File: src/rtl/mfbp_pkg.sv
`timescale 1ns / 1ps
`default_nettype none
// ----------------------------------------------------------------------------
// mfbp_pkg: shared types and constants of the MSB-first bit packer
// Holds the operation codes, the size constants and the job record that
// travels from the front end through the queue to the back end.
// ----------------------------------------------------------------------------
package mfbp_pkg;

    // Operation codes carried in the input tuser
    localparam logic [1:0] FUNC_APPEND  = 2'd0;
    localparam logic [1:0] FUNC_FLUSH   = 2'd1;
    localparam logic [1:0] FUNC_RESTART = 2'd2;

    localparam int unsigned MAX_BUFFER_BYTES = 4096;
    localparam int unsigned CODE_WIDTH       = 32;
    localparam int unsigned BITS_PER_BYTE    = 8;
    localparam int unsigned QUEUE_DEPTH      = 4;

    localparam int unsigned CAP_W   = 13;   // capacity register and write position
    localparam int unsigned OIDX_W  = 12;   // byte index on the output
    localparam int unsigned NBITS_W = 6;    // code length field
    localparam int unsigned ACC_W   = 40;   // pending bits plus longest code, rounded

    // Register addresses (byte address / 4)
    localparam logic REG_BUFFER_BYTES = 1'b0;

    // One accepted item after classification: up to four finished bytes
    typedef struct packed {
        logic [2:0]            nbytes;    // 0 means one result without a byte
        logic [3:0][7:0]       data;      // data[3] is the first byte
        logic [OIDX_W-1:0]     base;      // buffer index of the first byte
        logic                  accepted;
    } job_t;

endpackage
`default_nettype wire

File: src/rtl/mfbp_front.sv
`timescale 1ns / 1ps
`default_nettype none
// ----------------------------------------------------------------------------
// mfbp_front: classify and pack incoming items
// Runs the fit test, merges the code into the pending byte with one barrel
// shift, updates the stream state and builds the job for the back end.
// ----------------------------------------------------------------------------
module mfbp_front (
    input  wire logic                          clk,
    input  wire logic                          rst_n,
    input  wire logic                          take,
    input  wire logic [1:0]                    func,
    input  wire logic [31:0]                   code,
    input  wire logic [mfbp_pkg::NBITS_W-1:0]  code_bits,
    input  wire logic [mfbp_pkg::CAP_W-1:0]    cap,
    output mfbp_pkg::job_t                     job
);

    logic [7:0]                  partial_reg, partial_next;
    logic [3:0]                  free_reg, free_next;
    logic [mfbp_pkg::CAP_W-1:0]  wi_reg, wi_next;

    logic [mfbp_pkg::NBITS_W-1:0] nbits;
    logic [3:0]                   pend;
    logic [31:0]                  mask;
    logic [mfbp_pkg::ACC_W-1:0]   acc;
    logic [5:0]                   shamt;
    logic [5:0]                   total;
    logic [2:0]                   nbytes;
    logic [16:0]                  diff;
    logic [19:0]                  room;
    logic                         fits;

    always_comb
    begin
        nbits  = (code_bits > 6'(mfbp_pkg::CODE_WIDTH)) ? 6'(mfbp_pkg::CODE_WIDTH) : code_bits;
        pend   = 4'd8 - free_reg;
        mask   = (nbits >= 6'd32) ? 32'hFFFF_FFFF : ((32'd1 << nbits) - 32'd1);
        shamt  = 6'd40 - {2'b00, pend} - nbits;
        acc    = {partial_reg, 32'd0} | ({8'd0, code & mask} << shamt);
        total  = {2'b00, pend} + nbits;
        nbytes = total[5:3];
        // Room left in bits, signed: capacity may sit below the write position
        diff   = {4'd0, cap} - {4'd0, wi_reg};
        room   = {diff, 3'b000};
        fits   = $signed({14'd0, total}) <= $signed(room);
    end

    always_comb
    begin
        partial_next = partial_reg;
        free_next    = free_reg;
        wi_next      = wi_reg;
        job          = '0;
        unique case (func)
            mfbp_pkg::FUNC_APPEND:
            begin
                if (fits)
                begin
                    job.accepted = 1'b1;
                    job.nbytes   = nbytes;
                    job.data     = acc[39:8];
                    job.base     = wi_reg[mfbp_pkg::OIDX_W-1:0];
                    wi_next      = wi_reg + {10'd0, nbytes};
                    free_next    = 4'd8 - {1'b0, total[2:0]};
                    unique case (nbytes)
                        3'd0:    partial_next = acc[39:32];
                        3'd1:    partial_next = acc[31:24];
                        3'd2:    partial_next = acc[23:16];
                        3'd3:    partial_next = acc[15:8];
                        default: partial_next = acc[7:0];
                    endcase
                end
            end
            mfbp_pkg::FUNC_FLUSH:
            begin
                if (free_reg == 4'd8)
                begin
                    job.accepted = 1'b1;
                end
                else if (wi_reg >= cap)
                begin
                    // Drop the pending bits, nothing fits
                    partial_next = 8'd0;
                    free_next    = 4'd8;
                end
                else
                begin
                    job.accepted = 1'b1;
                    job.nbytes   = 3'd1;
                    job.data     = {partial_reg, 24'd0};
                    job.base     = wi_reg[mfbp_pkg::OIDX_W-1:0];
                    wi_next      = wi_reg + 13'd1;
                    partial_next = 8'd0;
                    free_next    = 4'd8;
                end
            end
            mfbp_pkg::FUNC_RESTART:
            begin
                job.accepted = 1'b1;
                partial_next = 8'd0;
                free_next    = 4'd8;
                wi_next      = '0;
            end
            default:
            begin
                job.accepted = 1'b0;
            end
        endcase
    end

    always_ff @(posedge clk or negedge rst_n)
    begin
        if (!rst_n)
        begin
            partial_reg <= 8'd0;
            free_reg    <= 4'd8;
            wi_reg      <= '0;
        end
        else if (take)
        begin
            partial_reg <= partial_next;
            free_reg    <= free_next;
            wi_reg      <= wi_next;
        end
    end

endmodule
`default_nettype wire

File: src/rtl/mfbp_queue.sv
`timescale 1ns / 1ps
`default_nettype none
// ----------------------------------------------------------------------------
// mfbp_queue: job queue between front end and back end
// Small first-in first-out store of job records; full blocks the front end.
// ----------------------------------------------------------------------------
module mfbp_queue #(
    parameter int unsigned DEPTH = mfbp_pkg::QUEUE_DEPTH
) (
    input  wire logic           clk,
    input  wire logic           rst_n,
    input  wire logic           push,
    input  wire mfbp_pkg::job_t push_job,
    output logic                full,
    input  wire logic           pop,
    output logic                not_empty,
    output mfbp_pkg::job_t      head_job
);

    localparam int unsigned PTR_W = (DEPTH > 1) ? $clog2(DEPTH) : 1;
    localparam int unsigned CNT_W = $clog2(DEPTH + 1);

    mfbp_pkg::job_t   store_reg [DEPTH];
    logic [PTR_W-1:0] wr_ptr_reg, wr_ptr_next;
    logic [PTR_W-1:0] rd_ptr_reg, rd_ptr_next;
    logic [CNT_W-1:0] count_reg, count_next;

    assign full      = (count_reg == CNT_W'(DEPTH));
    assign not_empty = (count_reg != '0);
    assign head_job  = store_reg[rd_ptr_reg];

    always_comb
    begin
        wr_ptr_next = wr_ptr_reg;
        rd_ptr_next = rd_ptr_reg;
        count_next  = count_reg;
        if (push)
        begin
            wr_ptr_next = (wr_ptr_reg == PTR_W'(DEPTH - 1)) ? '0 : wr_ptr_reg + 1'b1;
        end
        if (pop)
        begin
            rd_ptr_next = (rd_ptr_reg == PTR_W'(DEPTH - 1)) ? '0 : rd_ptr_reg + 1'b1;
        end
        if (push && !pop)
        begin
            count_next = count_reg + 1'b1;
        end
        else if (pop && !push)
        begin
            count_next = count_reg - 1'b1;
        end
    end

    always_ff @(posedge clk)
    begin
        if (push)
        begin
            store_reg[wr_ptr_reg] <= push_job;
        end
    end

    always_ff @(posedge clk or negedge rst_n)
    begin
        if (!rst_n)
        begin
            wr_ptr_reg <= '0;
            rd_ptr_reg <= '0;
            count_reg  <= '0;
        end
        else
        begin
            wr_ptr_reg <= wr_ptr_next;
            rd_ptr_reg <= rd_ptr_next;
            count_reg  <= count_next;
        end
    end

endmodule
`default_nettype wire

File: src/rtl/mfbp_back.sv
`timescale 1ns / 1ps
`default_nettype none
// ----------------------------------------------------------------------------
// mfbp_back: emit the results of queued jobs
// Walks the bytes of the head job one per cycle into the output register, while
// it is empty or out_ready is high, and releases the job with its last result.
// ----------------------------------------------------------------------------
module mfbp_back (
    input  wire logic                         clk,
    input  wire logic                         rst_n,
    input  wire logic                         job_valid,
    input  wire mfbp_pkg::job_t               job,
    output logic                              pop,
    output logic                              out_valid,
    input  wire logic                         out_ready,
    output logic                              out_byte_valid,
    output logic [7:0]                        out_value,
    output logic [mfbp_pkg::OIDX_W-1:0]       out_index,
    output logic                              out_accepted,
    output logic                              out_last
);

    logic [1:0]                  k_reg;
    logic                        valid_reg;
    logic                        bvalid_reg;
    logic [7:0]                  value_reg;
    logic [mfbp_pkg::OIDX_W-1:0] index_reg;
    logic                        acc_reg;
    logic                        last_reg;

    logic                        load;
    logic                        has_byte;
    logic                        is_last;
    logic [7:0]                  cur_byte;

    always_comb
    begin
        has_byte = (job.nbytes != 3'd0);
        is_last  = !has_byte || ({1'b0, k_reg} == job.nbytes - 3'd1);
        load     = job_valid && (!valid_reg || out_ready);
        pop      = load && is_last;
        unique case (k_reg)
            2'd0: cur_byte = job.data[3];
            2'd1: cur_byte = job.data[2];
            2'd2: cur_byte = job.data[1];
            2'd3: cur_byte = job.data[0];
        endcase
    end

    always_ff @(posedge clk or negedge rst_n)
    begin
        if (!rst_n)
        begin
            valid_reg <= 1'b0;
            k_reg     <= '0;
        end
        else
        begin
            if (load)
            begin
                valid_reg <= 1'b1;
                k_reg     <= is_last ? 2'd0 : k_reg + 2'd1;
            end
            else if (out_ready)
            begin
                valid_reg <= 1'b0;
            end
        end
    end

    always_ff @(posedge clk)
    begin
        if (load)
        begin
            bvalid_reg <= has_byte;
            value_reg  <= has_byte ? cur_byte : 8'd0;
            index_reg  <= has_byte ? job.base + {10'd0, k_reg} : '0;
            acc_reg    <= job.accepted;
            last_reg   <= is_last;
        end
    end

    assign out_valid      = valid_reg;
    assign out_byte_valid = bvalid_reg;
    assign out_value      = value_reg;
    assign out_index      = index_reg;
    assign out_accepted   = acc_reg;
    assign out_last       = last_reg;

endmodule
`default_nettype wire

File: src/rtl/msb_first_bit_packer.sv
`timescale 1ns / 1ps
`default_nettype none
// ----------------------------------------------------------------------------
// msb_first_bit_packer: variable-length code packer, MSB first
// Appends codes into a byte buffer of limited capacity and streams out the
// finished bytes with their buffer positions.
// ----------------------------------------------------------------------------
// Usage:
//  - Input stream (s_*): one transaction per operation. tuser selects append,
//    flush or restart; tdata carries the code and its length.
//  - Output stream (m_*): one transaction per finished byte, or a single
//    status transaction when an operation finishes no byte. tlast marks the
//    final transaction caused by one input.
//  - APB port: register 0 at address 0 holds the buffer capacity in bytes.
//    Write it only while the packer is idle.
//  - Path: an accepted input is written to the job queue, then its first result
//    is loaded into the output register that drives m_tvalid.
//  - Throughput: one input per cycle while each input yields one result and
//    m_tready is high; the single output register drains the job queue one
//    byte per cycle while m_tready is high; an n-byte input holds it for n bytes.
//  - The front end keeps accepting until the job queue (QUEUE_DEPTH jobs) is
//    full, so a stalled receiver backs up into s_tready only after that.
//  - Reset empties the queue, drops any pending bits, returns the write
//    position to zero and sets the capacity to 4096 bytes.
// ----------------------------------------------------------------------------
module msb_first_bit_packer #(
    parameter int unsigned QUEUE_DEPTH = mfbp_pkg::QUEUE_DEPTH
) (
    input  wire logic        clk,
    input  wire logic        rst_n,

    // Input stream
    input  wire logic        s_tvalid,
    output logic             s_tready,
    input  wire logic [39:0] s_tdata,   // [31:0] code, [37:32] code_bits, rest zero
    input  wire logic [1:0]  s_tuser,   // [1:0] func

    // Output stream
    output logic             m_tvalid,
    input  wire logic        m_tready,
    output logic [23:0]      m_tdata,   // [7:0] byte_value, [19:8] byte_index, rest zero
    output logic [1:0]       m_tuser,   // [0] byte_valid, [1] accepted
    output logic             m_tlast,

    // Configuration port
    input  wire logic        psel,
    input  wire logic        penable,
    input  wire logic        pwrite,
    input  wire logic [2:0]  paddr,
    input  wire logic [31:0] pwdata,
    output logic [31:0]      prdata,
    output logic             pready
);

    localparam logic [mfbp_pkg::CAP_W-1:0] CAP_MAX = mfbp_pkg::CAP_W'(mfbp_pkg::MAX_BUFFER_BYTES);

    logic [mfbp_pkg::CAP_W-1:0]  buffer_bytes_reg;
    logic [mfbp_pkg::CAP_W-1:0]  cap;
    logic                        take;
    logic                        q_full;
    logic                        q_not_empty;
    logic                        q_pop;
    mfbp_pkg::job_t              front_job;
    mfbp_pkg::job_t              head_job;
    logic                        out_byte_valid;
    logic [7:0]                  out_value;
    logic [mfbp_pkg::OIDX_W-1:0] out_index;
    logic                        out_accepted;

    // ---- configuration: capacity register, clamped to the buffer size where it is used
    assign pready = 1'b1;

    always_ff @(posedge clk or negedge rst_n)
    begin
        if (!rst_n)
        begin
            buffer_bytes_reg <= mfbp_pkg::CAP_W'(4096);
        end
        else if (psel && penable && pwrite && (paddr[2] == mfbp_pkg::REG_BUFFER_BYTES))
        begin
            buffer_bytes_reg <= pwdata[mfbp_pkg::CAP_W-1:0];
        end
    end

    assign prdata = (paddr[2] == mfbp_pkg::REG_BUFFER_BYTES)
                  ? {19'd0, buffer_bytes_reg} : 32'd0;
    assign cap    = (buffer_bytes_reg > CAP_MAX) ? CAP_MAX : buffer_bytes_reg;

    // ---- front end: accept while the job queue has room
    assign s_tready = !q_full;
    assign take     = s_tvalid && !q_full;

    mfbp_front u_front (
        .clk       (clk),
        .rst_n     (rst_n),
        .take      (take),
        .func      (s_tuser),
        .code      (s_tdata[31:0]),
        .code_bits (s_tdata[37:32]),
        .cap       (cap),
        .job       (front_job)
    );

    mfbp_queue #(
        .DEPTH (QUEUE_DEPTH)
    ) u_queue (
        .clk       (clk),
        .rst_n     (rst_n),
        .push      (take),
        .push_job  (front_job),
        .full      (q_full),
        .pop       (q_pop),
        .not_empty (q_not_empty),
        .head_job  (head_job)
    );

    // ---- back end: one result per cycle into the output register while m_tready is high
    mfbp_back u_back (
        .clk            (clk),
        .rst_n          (rst_n),
        .job_valid      (q_not_empty),
        .job            (head_job),
        .pop            (q_pop),
        .out_valid      (m_tvalid),
        .out_ready      (m_tready),
        .out_byte_valid (out_byte_valid),
        .out_value      (out_value),
        .out_index      (out_index),
        .out_accepted   (out_accepted),
        .out_last       (m_tlast)
    );

    assign m_tdata = {4'd0, out_index, out_value};
    assign m_tuser = {out_accepted, out_byte_valid};

endmodule
`default_nettype wire

File: config.mk
export PLATFORM = sky130hd
export DESIGN_NAME = msb_first_bit_packer
export DESIGN_NICKNAME = d
export VERILOG_FILES = /design/src/rtl/mfbp_pkg.sv /design/src/rtl/mfbp_front.sv /design/src/rtl/mfbp_queue.sv /design/src/rtl/mfbp_back.sv /design/src/rtl/msb_first_bit_packer.sv
export SDC_FILE = /design/constraint.sdc
export NUM_CORES = 1
export LEC_CHECK = 0
export BUFFER_PORTS_ARGS = -buffer_cell sky130_fd_sc_hd__buf_2
export CELL_PAD_IN_SITES_DETAIL_PLACEMENT = 1
export CELL_PAD_IN_SITES_GLOBAL_PLACEMENT = 2
export CORE_MARGIN = 10
export CORE_UTILIZATION = 40
export DETAILED_ROUTE_END_ITERATION = 8
export GPL_ROUTABILITY_DRIVEN = 1
export PLACE_DENSITY_LB_ADDON = 0.1
export SLEW_MARGIN = 5
export SYNTH_ARGS = -nofsm -noshare
export SYNTH_HDL_FRONTEND = slang
export SYNTH_SLANG_ARGS = --single-unit
File: constraint.sdc
create_clock -name clk -period 6.5 [get_ports clk]
set_input_delay 1.3 -clock clk [delete_from_list [all_inputs] [get_ports clk]]
set_output_delay 1.3 -clock clk [all_outputs]
set_load 0.005 [all_outputs]
Yosys cells after proc, flatten, opt, wreduce, memory -nomap -nowiden
Memory sizes are Yosys's and may differ from the RTL's.
Index checks and enable logic that the tools add are counted.
Widths: inputs -> output; s select.

cells by class
  bitwise gates (word level) = 3
  reduce and logical (&&, ||, !) cells = 25
  $lt $le $gt $ge = 5
  mux-type cells = 31
  $add $sub $neg = 16
  shifts and indexed selects = 2
  equal/unequal tests = 16

operator list
  cell                   number
  $pmux 47 s2            1
  $mux 13                5
  $pmux 8 s4             2
  $mux 48                1
  $mux 47                1
  $mux 46                1
  $or 40x40->40          1
  $shl 32x6->40          1
  $pmux 13 s3            1
  $and 32x32->32         1
  $mux 32                1
  $shl 1x6->32 const A   1
  $sub 32x1->32 const B  1
  $pmux 8 s3             1
  $le 7x20->1            1
  $mux 8                 2
  $sub 13x13->14         1
  $add 13x1->13 const B  1
  $add 13x3->13          1
  $ge 13x13->1           1
  $gt 13x13->1 const B   1
  $add 12x2->12          1
  $pmux 4 s3             1
  $eq 2x2->1 const B     5
  other kinds (34)       64

word-level totals
  memory bits (writable) = 192
  bits in registers = 71
  memories = 1

memory list
  memory             depth  bits a word  read ports  clocked after memory_dff  write ports  RTL line          text
  u_queue.store_reg  4      48           1           0                         1            mfbp_queue.sv:23  mfbp_pkg::job_t store_reg [DEPTH];

Depth between registers and ports, before layout
  depth after elaboration = 11
  depth in mapped cells = 27

Cells and area by module
From an unflattened synthesis, not the netlist that was laid out.

unflattened totals
  cell total of the unflattened synthesis = 1630
  area total of the unflattened synthesis = 17387.9 um^2

modules (own cells, without submodules)
  module                area an instance (um^2)  times used  cells an instance
  mfbp_front            7551.0                   1           1117
  mfbp_queue            7398.3                   1           288
  mfbp_back             1508.9                   1           139
  msb_first_bit_packer  929.6                    1           86

Worst setup path before layout
Ideal clock, no wire load.

  kind = input to register
  start point = in s_tdata[37]
  end point = mem u_queue.store_reg[0][25] (netlist name), data pin
  arrival time = 5.841 ns
  stages = 23
  required time = 6.235 ns
  setup time = 0.265 ns
  path slack = 0.395 ns
  cells stage by stage = buf_2 buf_2 buf_1 nor2_1 ha_1 nand3_1 a21oi_1 o21ai_0 and2_1 clkbuf_1 clkinv_1 ha_1 and4_1 nand2_1 o2111ai_1 nor4_1 o2111ai_1 or4_4 o311ai_4 or2_2 buf_4 buf_4 nor2_1

RTL lines
  item                RTL line                    text
  start: declaration  msb_first_bit_packer.sv:35  input wire logic [39:0] s_tdata,
  end: declaration    mfbp_queue.sv:23

==> metrics.md <==
| Metric | Value |
|---|---|
| Run status | completed |
| Via/cell ratio | 5.97 |
| CTS tree | built |
| Post-synth ARST share | 18.3% |
| Final net count | 1,878 |
| Yosys top cell by area | edfxtp_1 |
| Max reg flops | 192 |
| Synth top cells by count | 215 x edfxtp_1, 129 x nor2_1, 108 x nand2_1 |
| Critical Path AT | 5870 ps |
| Fin crit share | 86.6% |
| Most common cell in the synthesized netlist | edfxtp_1 |
| Flops & latches, synth | 263 |
| Netlist cell types | 105 |
| EDFF count, synth | 215 |
| Standard-cell rows | 76 |
| GRT Total Usage | 21.7% |
| Fraction of layout cells with a size suffix above 1 | 20.3% |
| Inserted Diodes | 0 |
| Area contributors post-synth | edfxtp_1 37%, dfrtp_1 6.6%, mux4_2 6.4% |
| R2R setup slack | 1170 ps |
| Startpoint Class | primary input |
| Clock Tree Root | clkbuf_16 |
| RSZ-0062 raised after global routing | no |
| Critical path capture point type | register |
| Global-route wire length before repair | 89.5 mm |
| Setup bufs post-CTS | 0 |
| Req. time, crit path | 6740 ps |
| # fillers | 4,773 |
| Post-layout util | 45.4% |
| Sequential-to-total area share from yosys stat | 44.2% |
| Multi-input combinational cell area | 8820 sq um |
| H-tree depth | 1 |
| I/O Pins | 146 |
| Max-Cap Viols | 0 |
| Die area | 52,000 sq um |
| Clock Skew | 14.1 ps |
| GRT overflow | 0 |
| Mapped Cells | 1,647 |
| Fin crit period | 5630 ps |
| Slew margin rel. | 37.0% |
| Clk_lat worst skew | 560 ps |
| Final count of hold timing violations | 0 |
| # DRC | 0 |
| Hold_ws | 522 ps |
| Syn avg cell area | 10.5 sq um |
| Clk buf depth | 3 |
| Setup TNS | 0 ps |
| Drt wl/cell | 24.8 um |
| Initial antenna violation count | 0 |
| Inserted Clock Buffers | 29 |
| Layout area overhead | 12.6% |
| Largest net degree at the start of global routing | 53 |
| Die Width | 228 um |
| Synth top area share | 37.3% |
| Core Region | 43,000 sq um |
| Top_reg_cell synth | edfxtp_1 |
| Setup CP Type | primary input to register |
| Post-DP HPWL | 42.8 mm |
| Highest net fanout along the worst path | 16 |
| Post-CTS Resized | 0 |
| Detail Route Antenna Nets | 0 |
| Clock sink count | 263 |
| Post-CTS Hold Fix Bufs | 0 |
| Routed wire length | 58.1 mm |
| Final setup fails | 0 |
| Fmax | 178 MHz |
| I/O Buffers | 98 |
| Initial core utilization | 40.3% |
| Vias after detailed routing | 14,000 |
| Routability cong. | 0.946 |
| Tightest Pin Transition | 939 ps |
| Number of global-route vias before repair | 14,400 |
| Area occupied by registers | 7660 sq um |
| Synth warn | 0 |
| Clock-pin slew on the worst setup and hold paths | 60 ps |
| Die Height | 228 um |
| Starting DRT DRC Count | 989 |
| Slew Limit Fails | 0 |
| Area of the mapped netlist | 17,300 sq um |
| Drt first pass iters | 5 |
| HP Class | register to register |
[cell usage in the layout (no fill, tap or decap), types with 24 or more instances in the layout]
cell and count:
mux2_2 25, dfrtp_1 44, nor2_1 129, a211oi_1 28, buf_2 98, mux4_2 49
nand3_1 48, o21ai_0 78, conb_1 24, ha_1 49, nor2b_1 41, a21oi_1 95
clkbuf_16 29, nand2_1 108, nor3_1 40, buf_4 76, nand2b_1 24, edfxtp_1 215
inv_1 66
[path summary, 6_finish.rpt]
kind / from / endpoint / cells after the start
min reg2reg: buffer_bytes_reg[3] / buffer_bytes_reg[3] / 1
max reg2reg: u_front.free_reg[0] / u_queue.store_reg[3][30] / 19
min in group asynchronous: rst_n / u_back.out_valid / 2
min: buffer_bytes_reg[3] / buffer_bytes_reg[3] / 1
max in group asynchronous: rst_n / u_queue.rd_ptr_reg[0] / 2
max: s_tdata[33] / u_queue.store_reg[3][30] / 19
[area by class of cell]
cell class | count | share of cell area, %
multi-input combinational | 1200 | 45.2
sequential | 263 | 39.3
timing repair buffer | 175 | 5.54
clock buffer | 37 | 3.98
tap | 585 | 3.75
inverter | 67 | 1.29
clock inverter | 15 | 0.949
[through the flow]
step	worst slack [ps]	std cells	instance area [sq um]
detailed placement	276	2290	18500
global placement	354	2290	18500
CTS	841	2342	19500
floorplan	395	1669	17400
finish	869	2342	19500
global route	403	2342	19500
[worst max-delay path, cell delays in order]
cell and delay, ps:
buf_2 250, nand2_1 160, inv_1 80, ha_1 140, inv_1 80, fa_1 490
nand2_1 180, nor2_1 80, or2_2 360, ha_1 280, and4_1 170, nand2_1 60
o2111ai_1 90, nor4_1 310, o2111ai_1 160, or4_4 560, o311ai_4 470, or2_2 470
a211oi_1 160
[cells by family after synthesis]
family,after synthesis,synth area share [%]
and+or+nand+nor,526,15.5
AOI/OAI and AO/OA,471,19.7
DFF,263,44.2
buffers and inverters,206,5.57
muxes,92,9.03
adders and majority gates,58,4.49
xor gates and xnor gates,29,1.47
other,2,0.0433
[metal layers]
layer	up-vias	track usage (%)	routed length, um
met1	7127	31.0	27700
met4	0	5.58	1420
li1	6470	-	-
met2	301	34.6	27000
met5	-	0	0
met3	80	2.21	2080
Power is left out: the tool's default activity adds up to more than one toggle a clock period on the data nets, which glitch-free logic cannot reach.
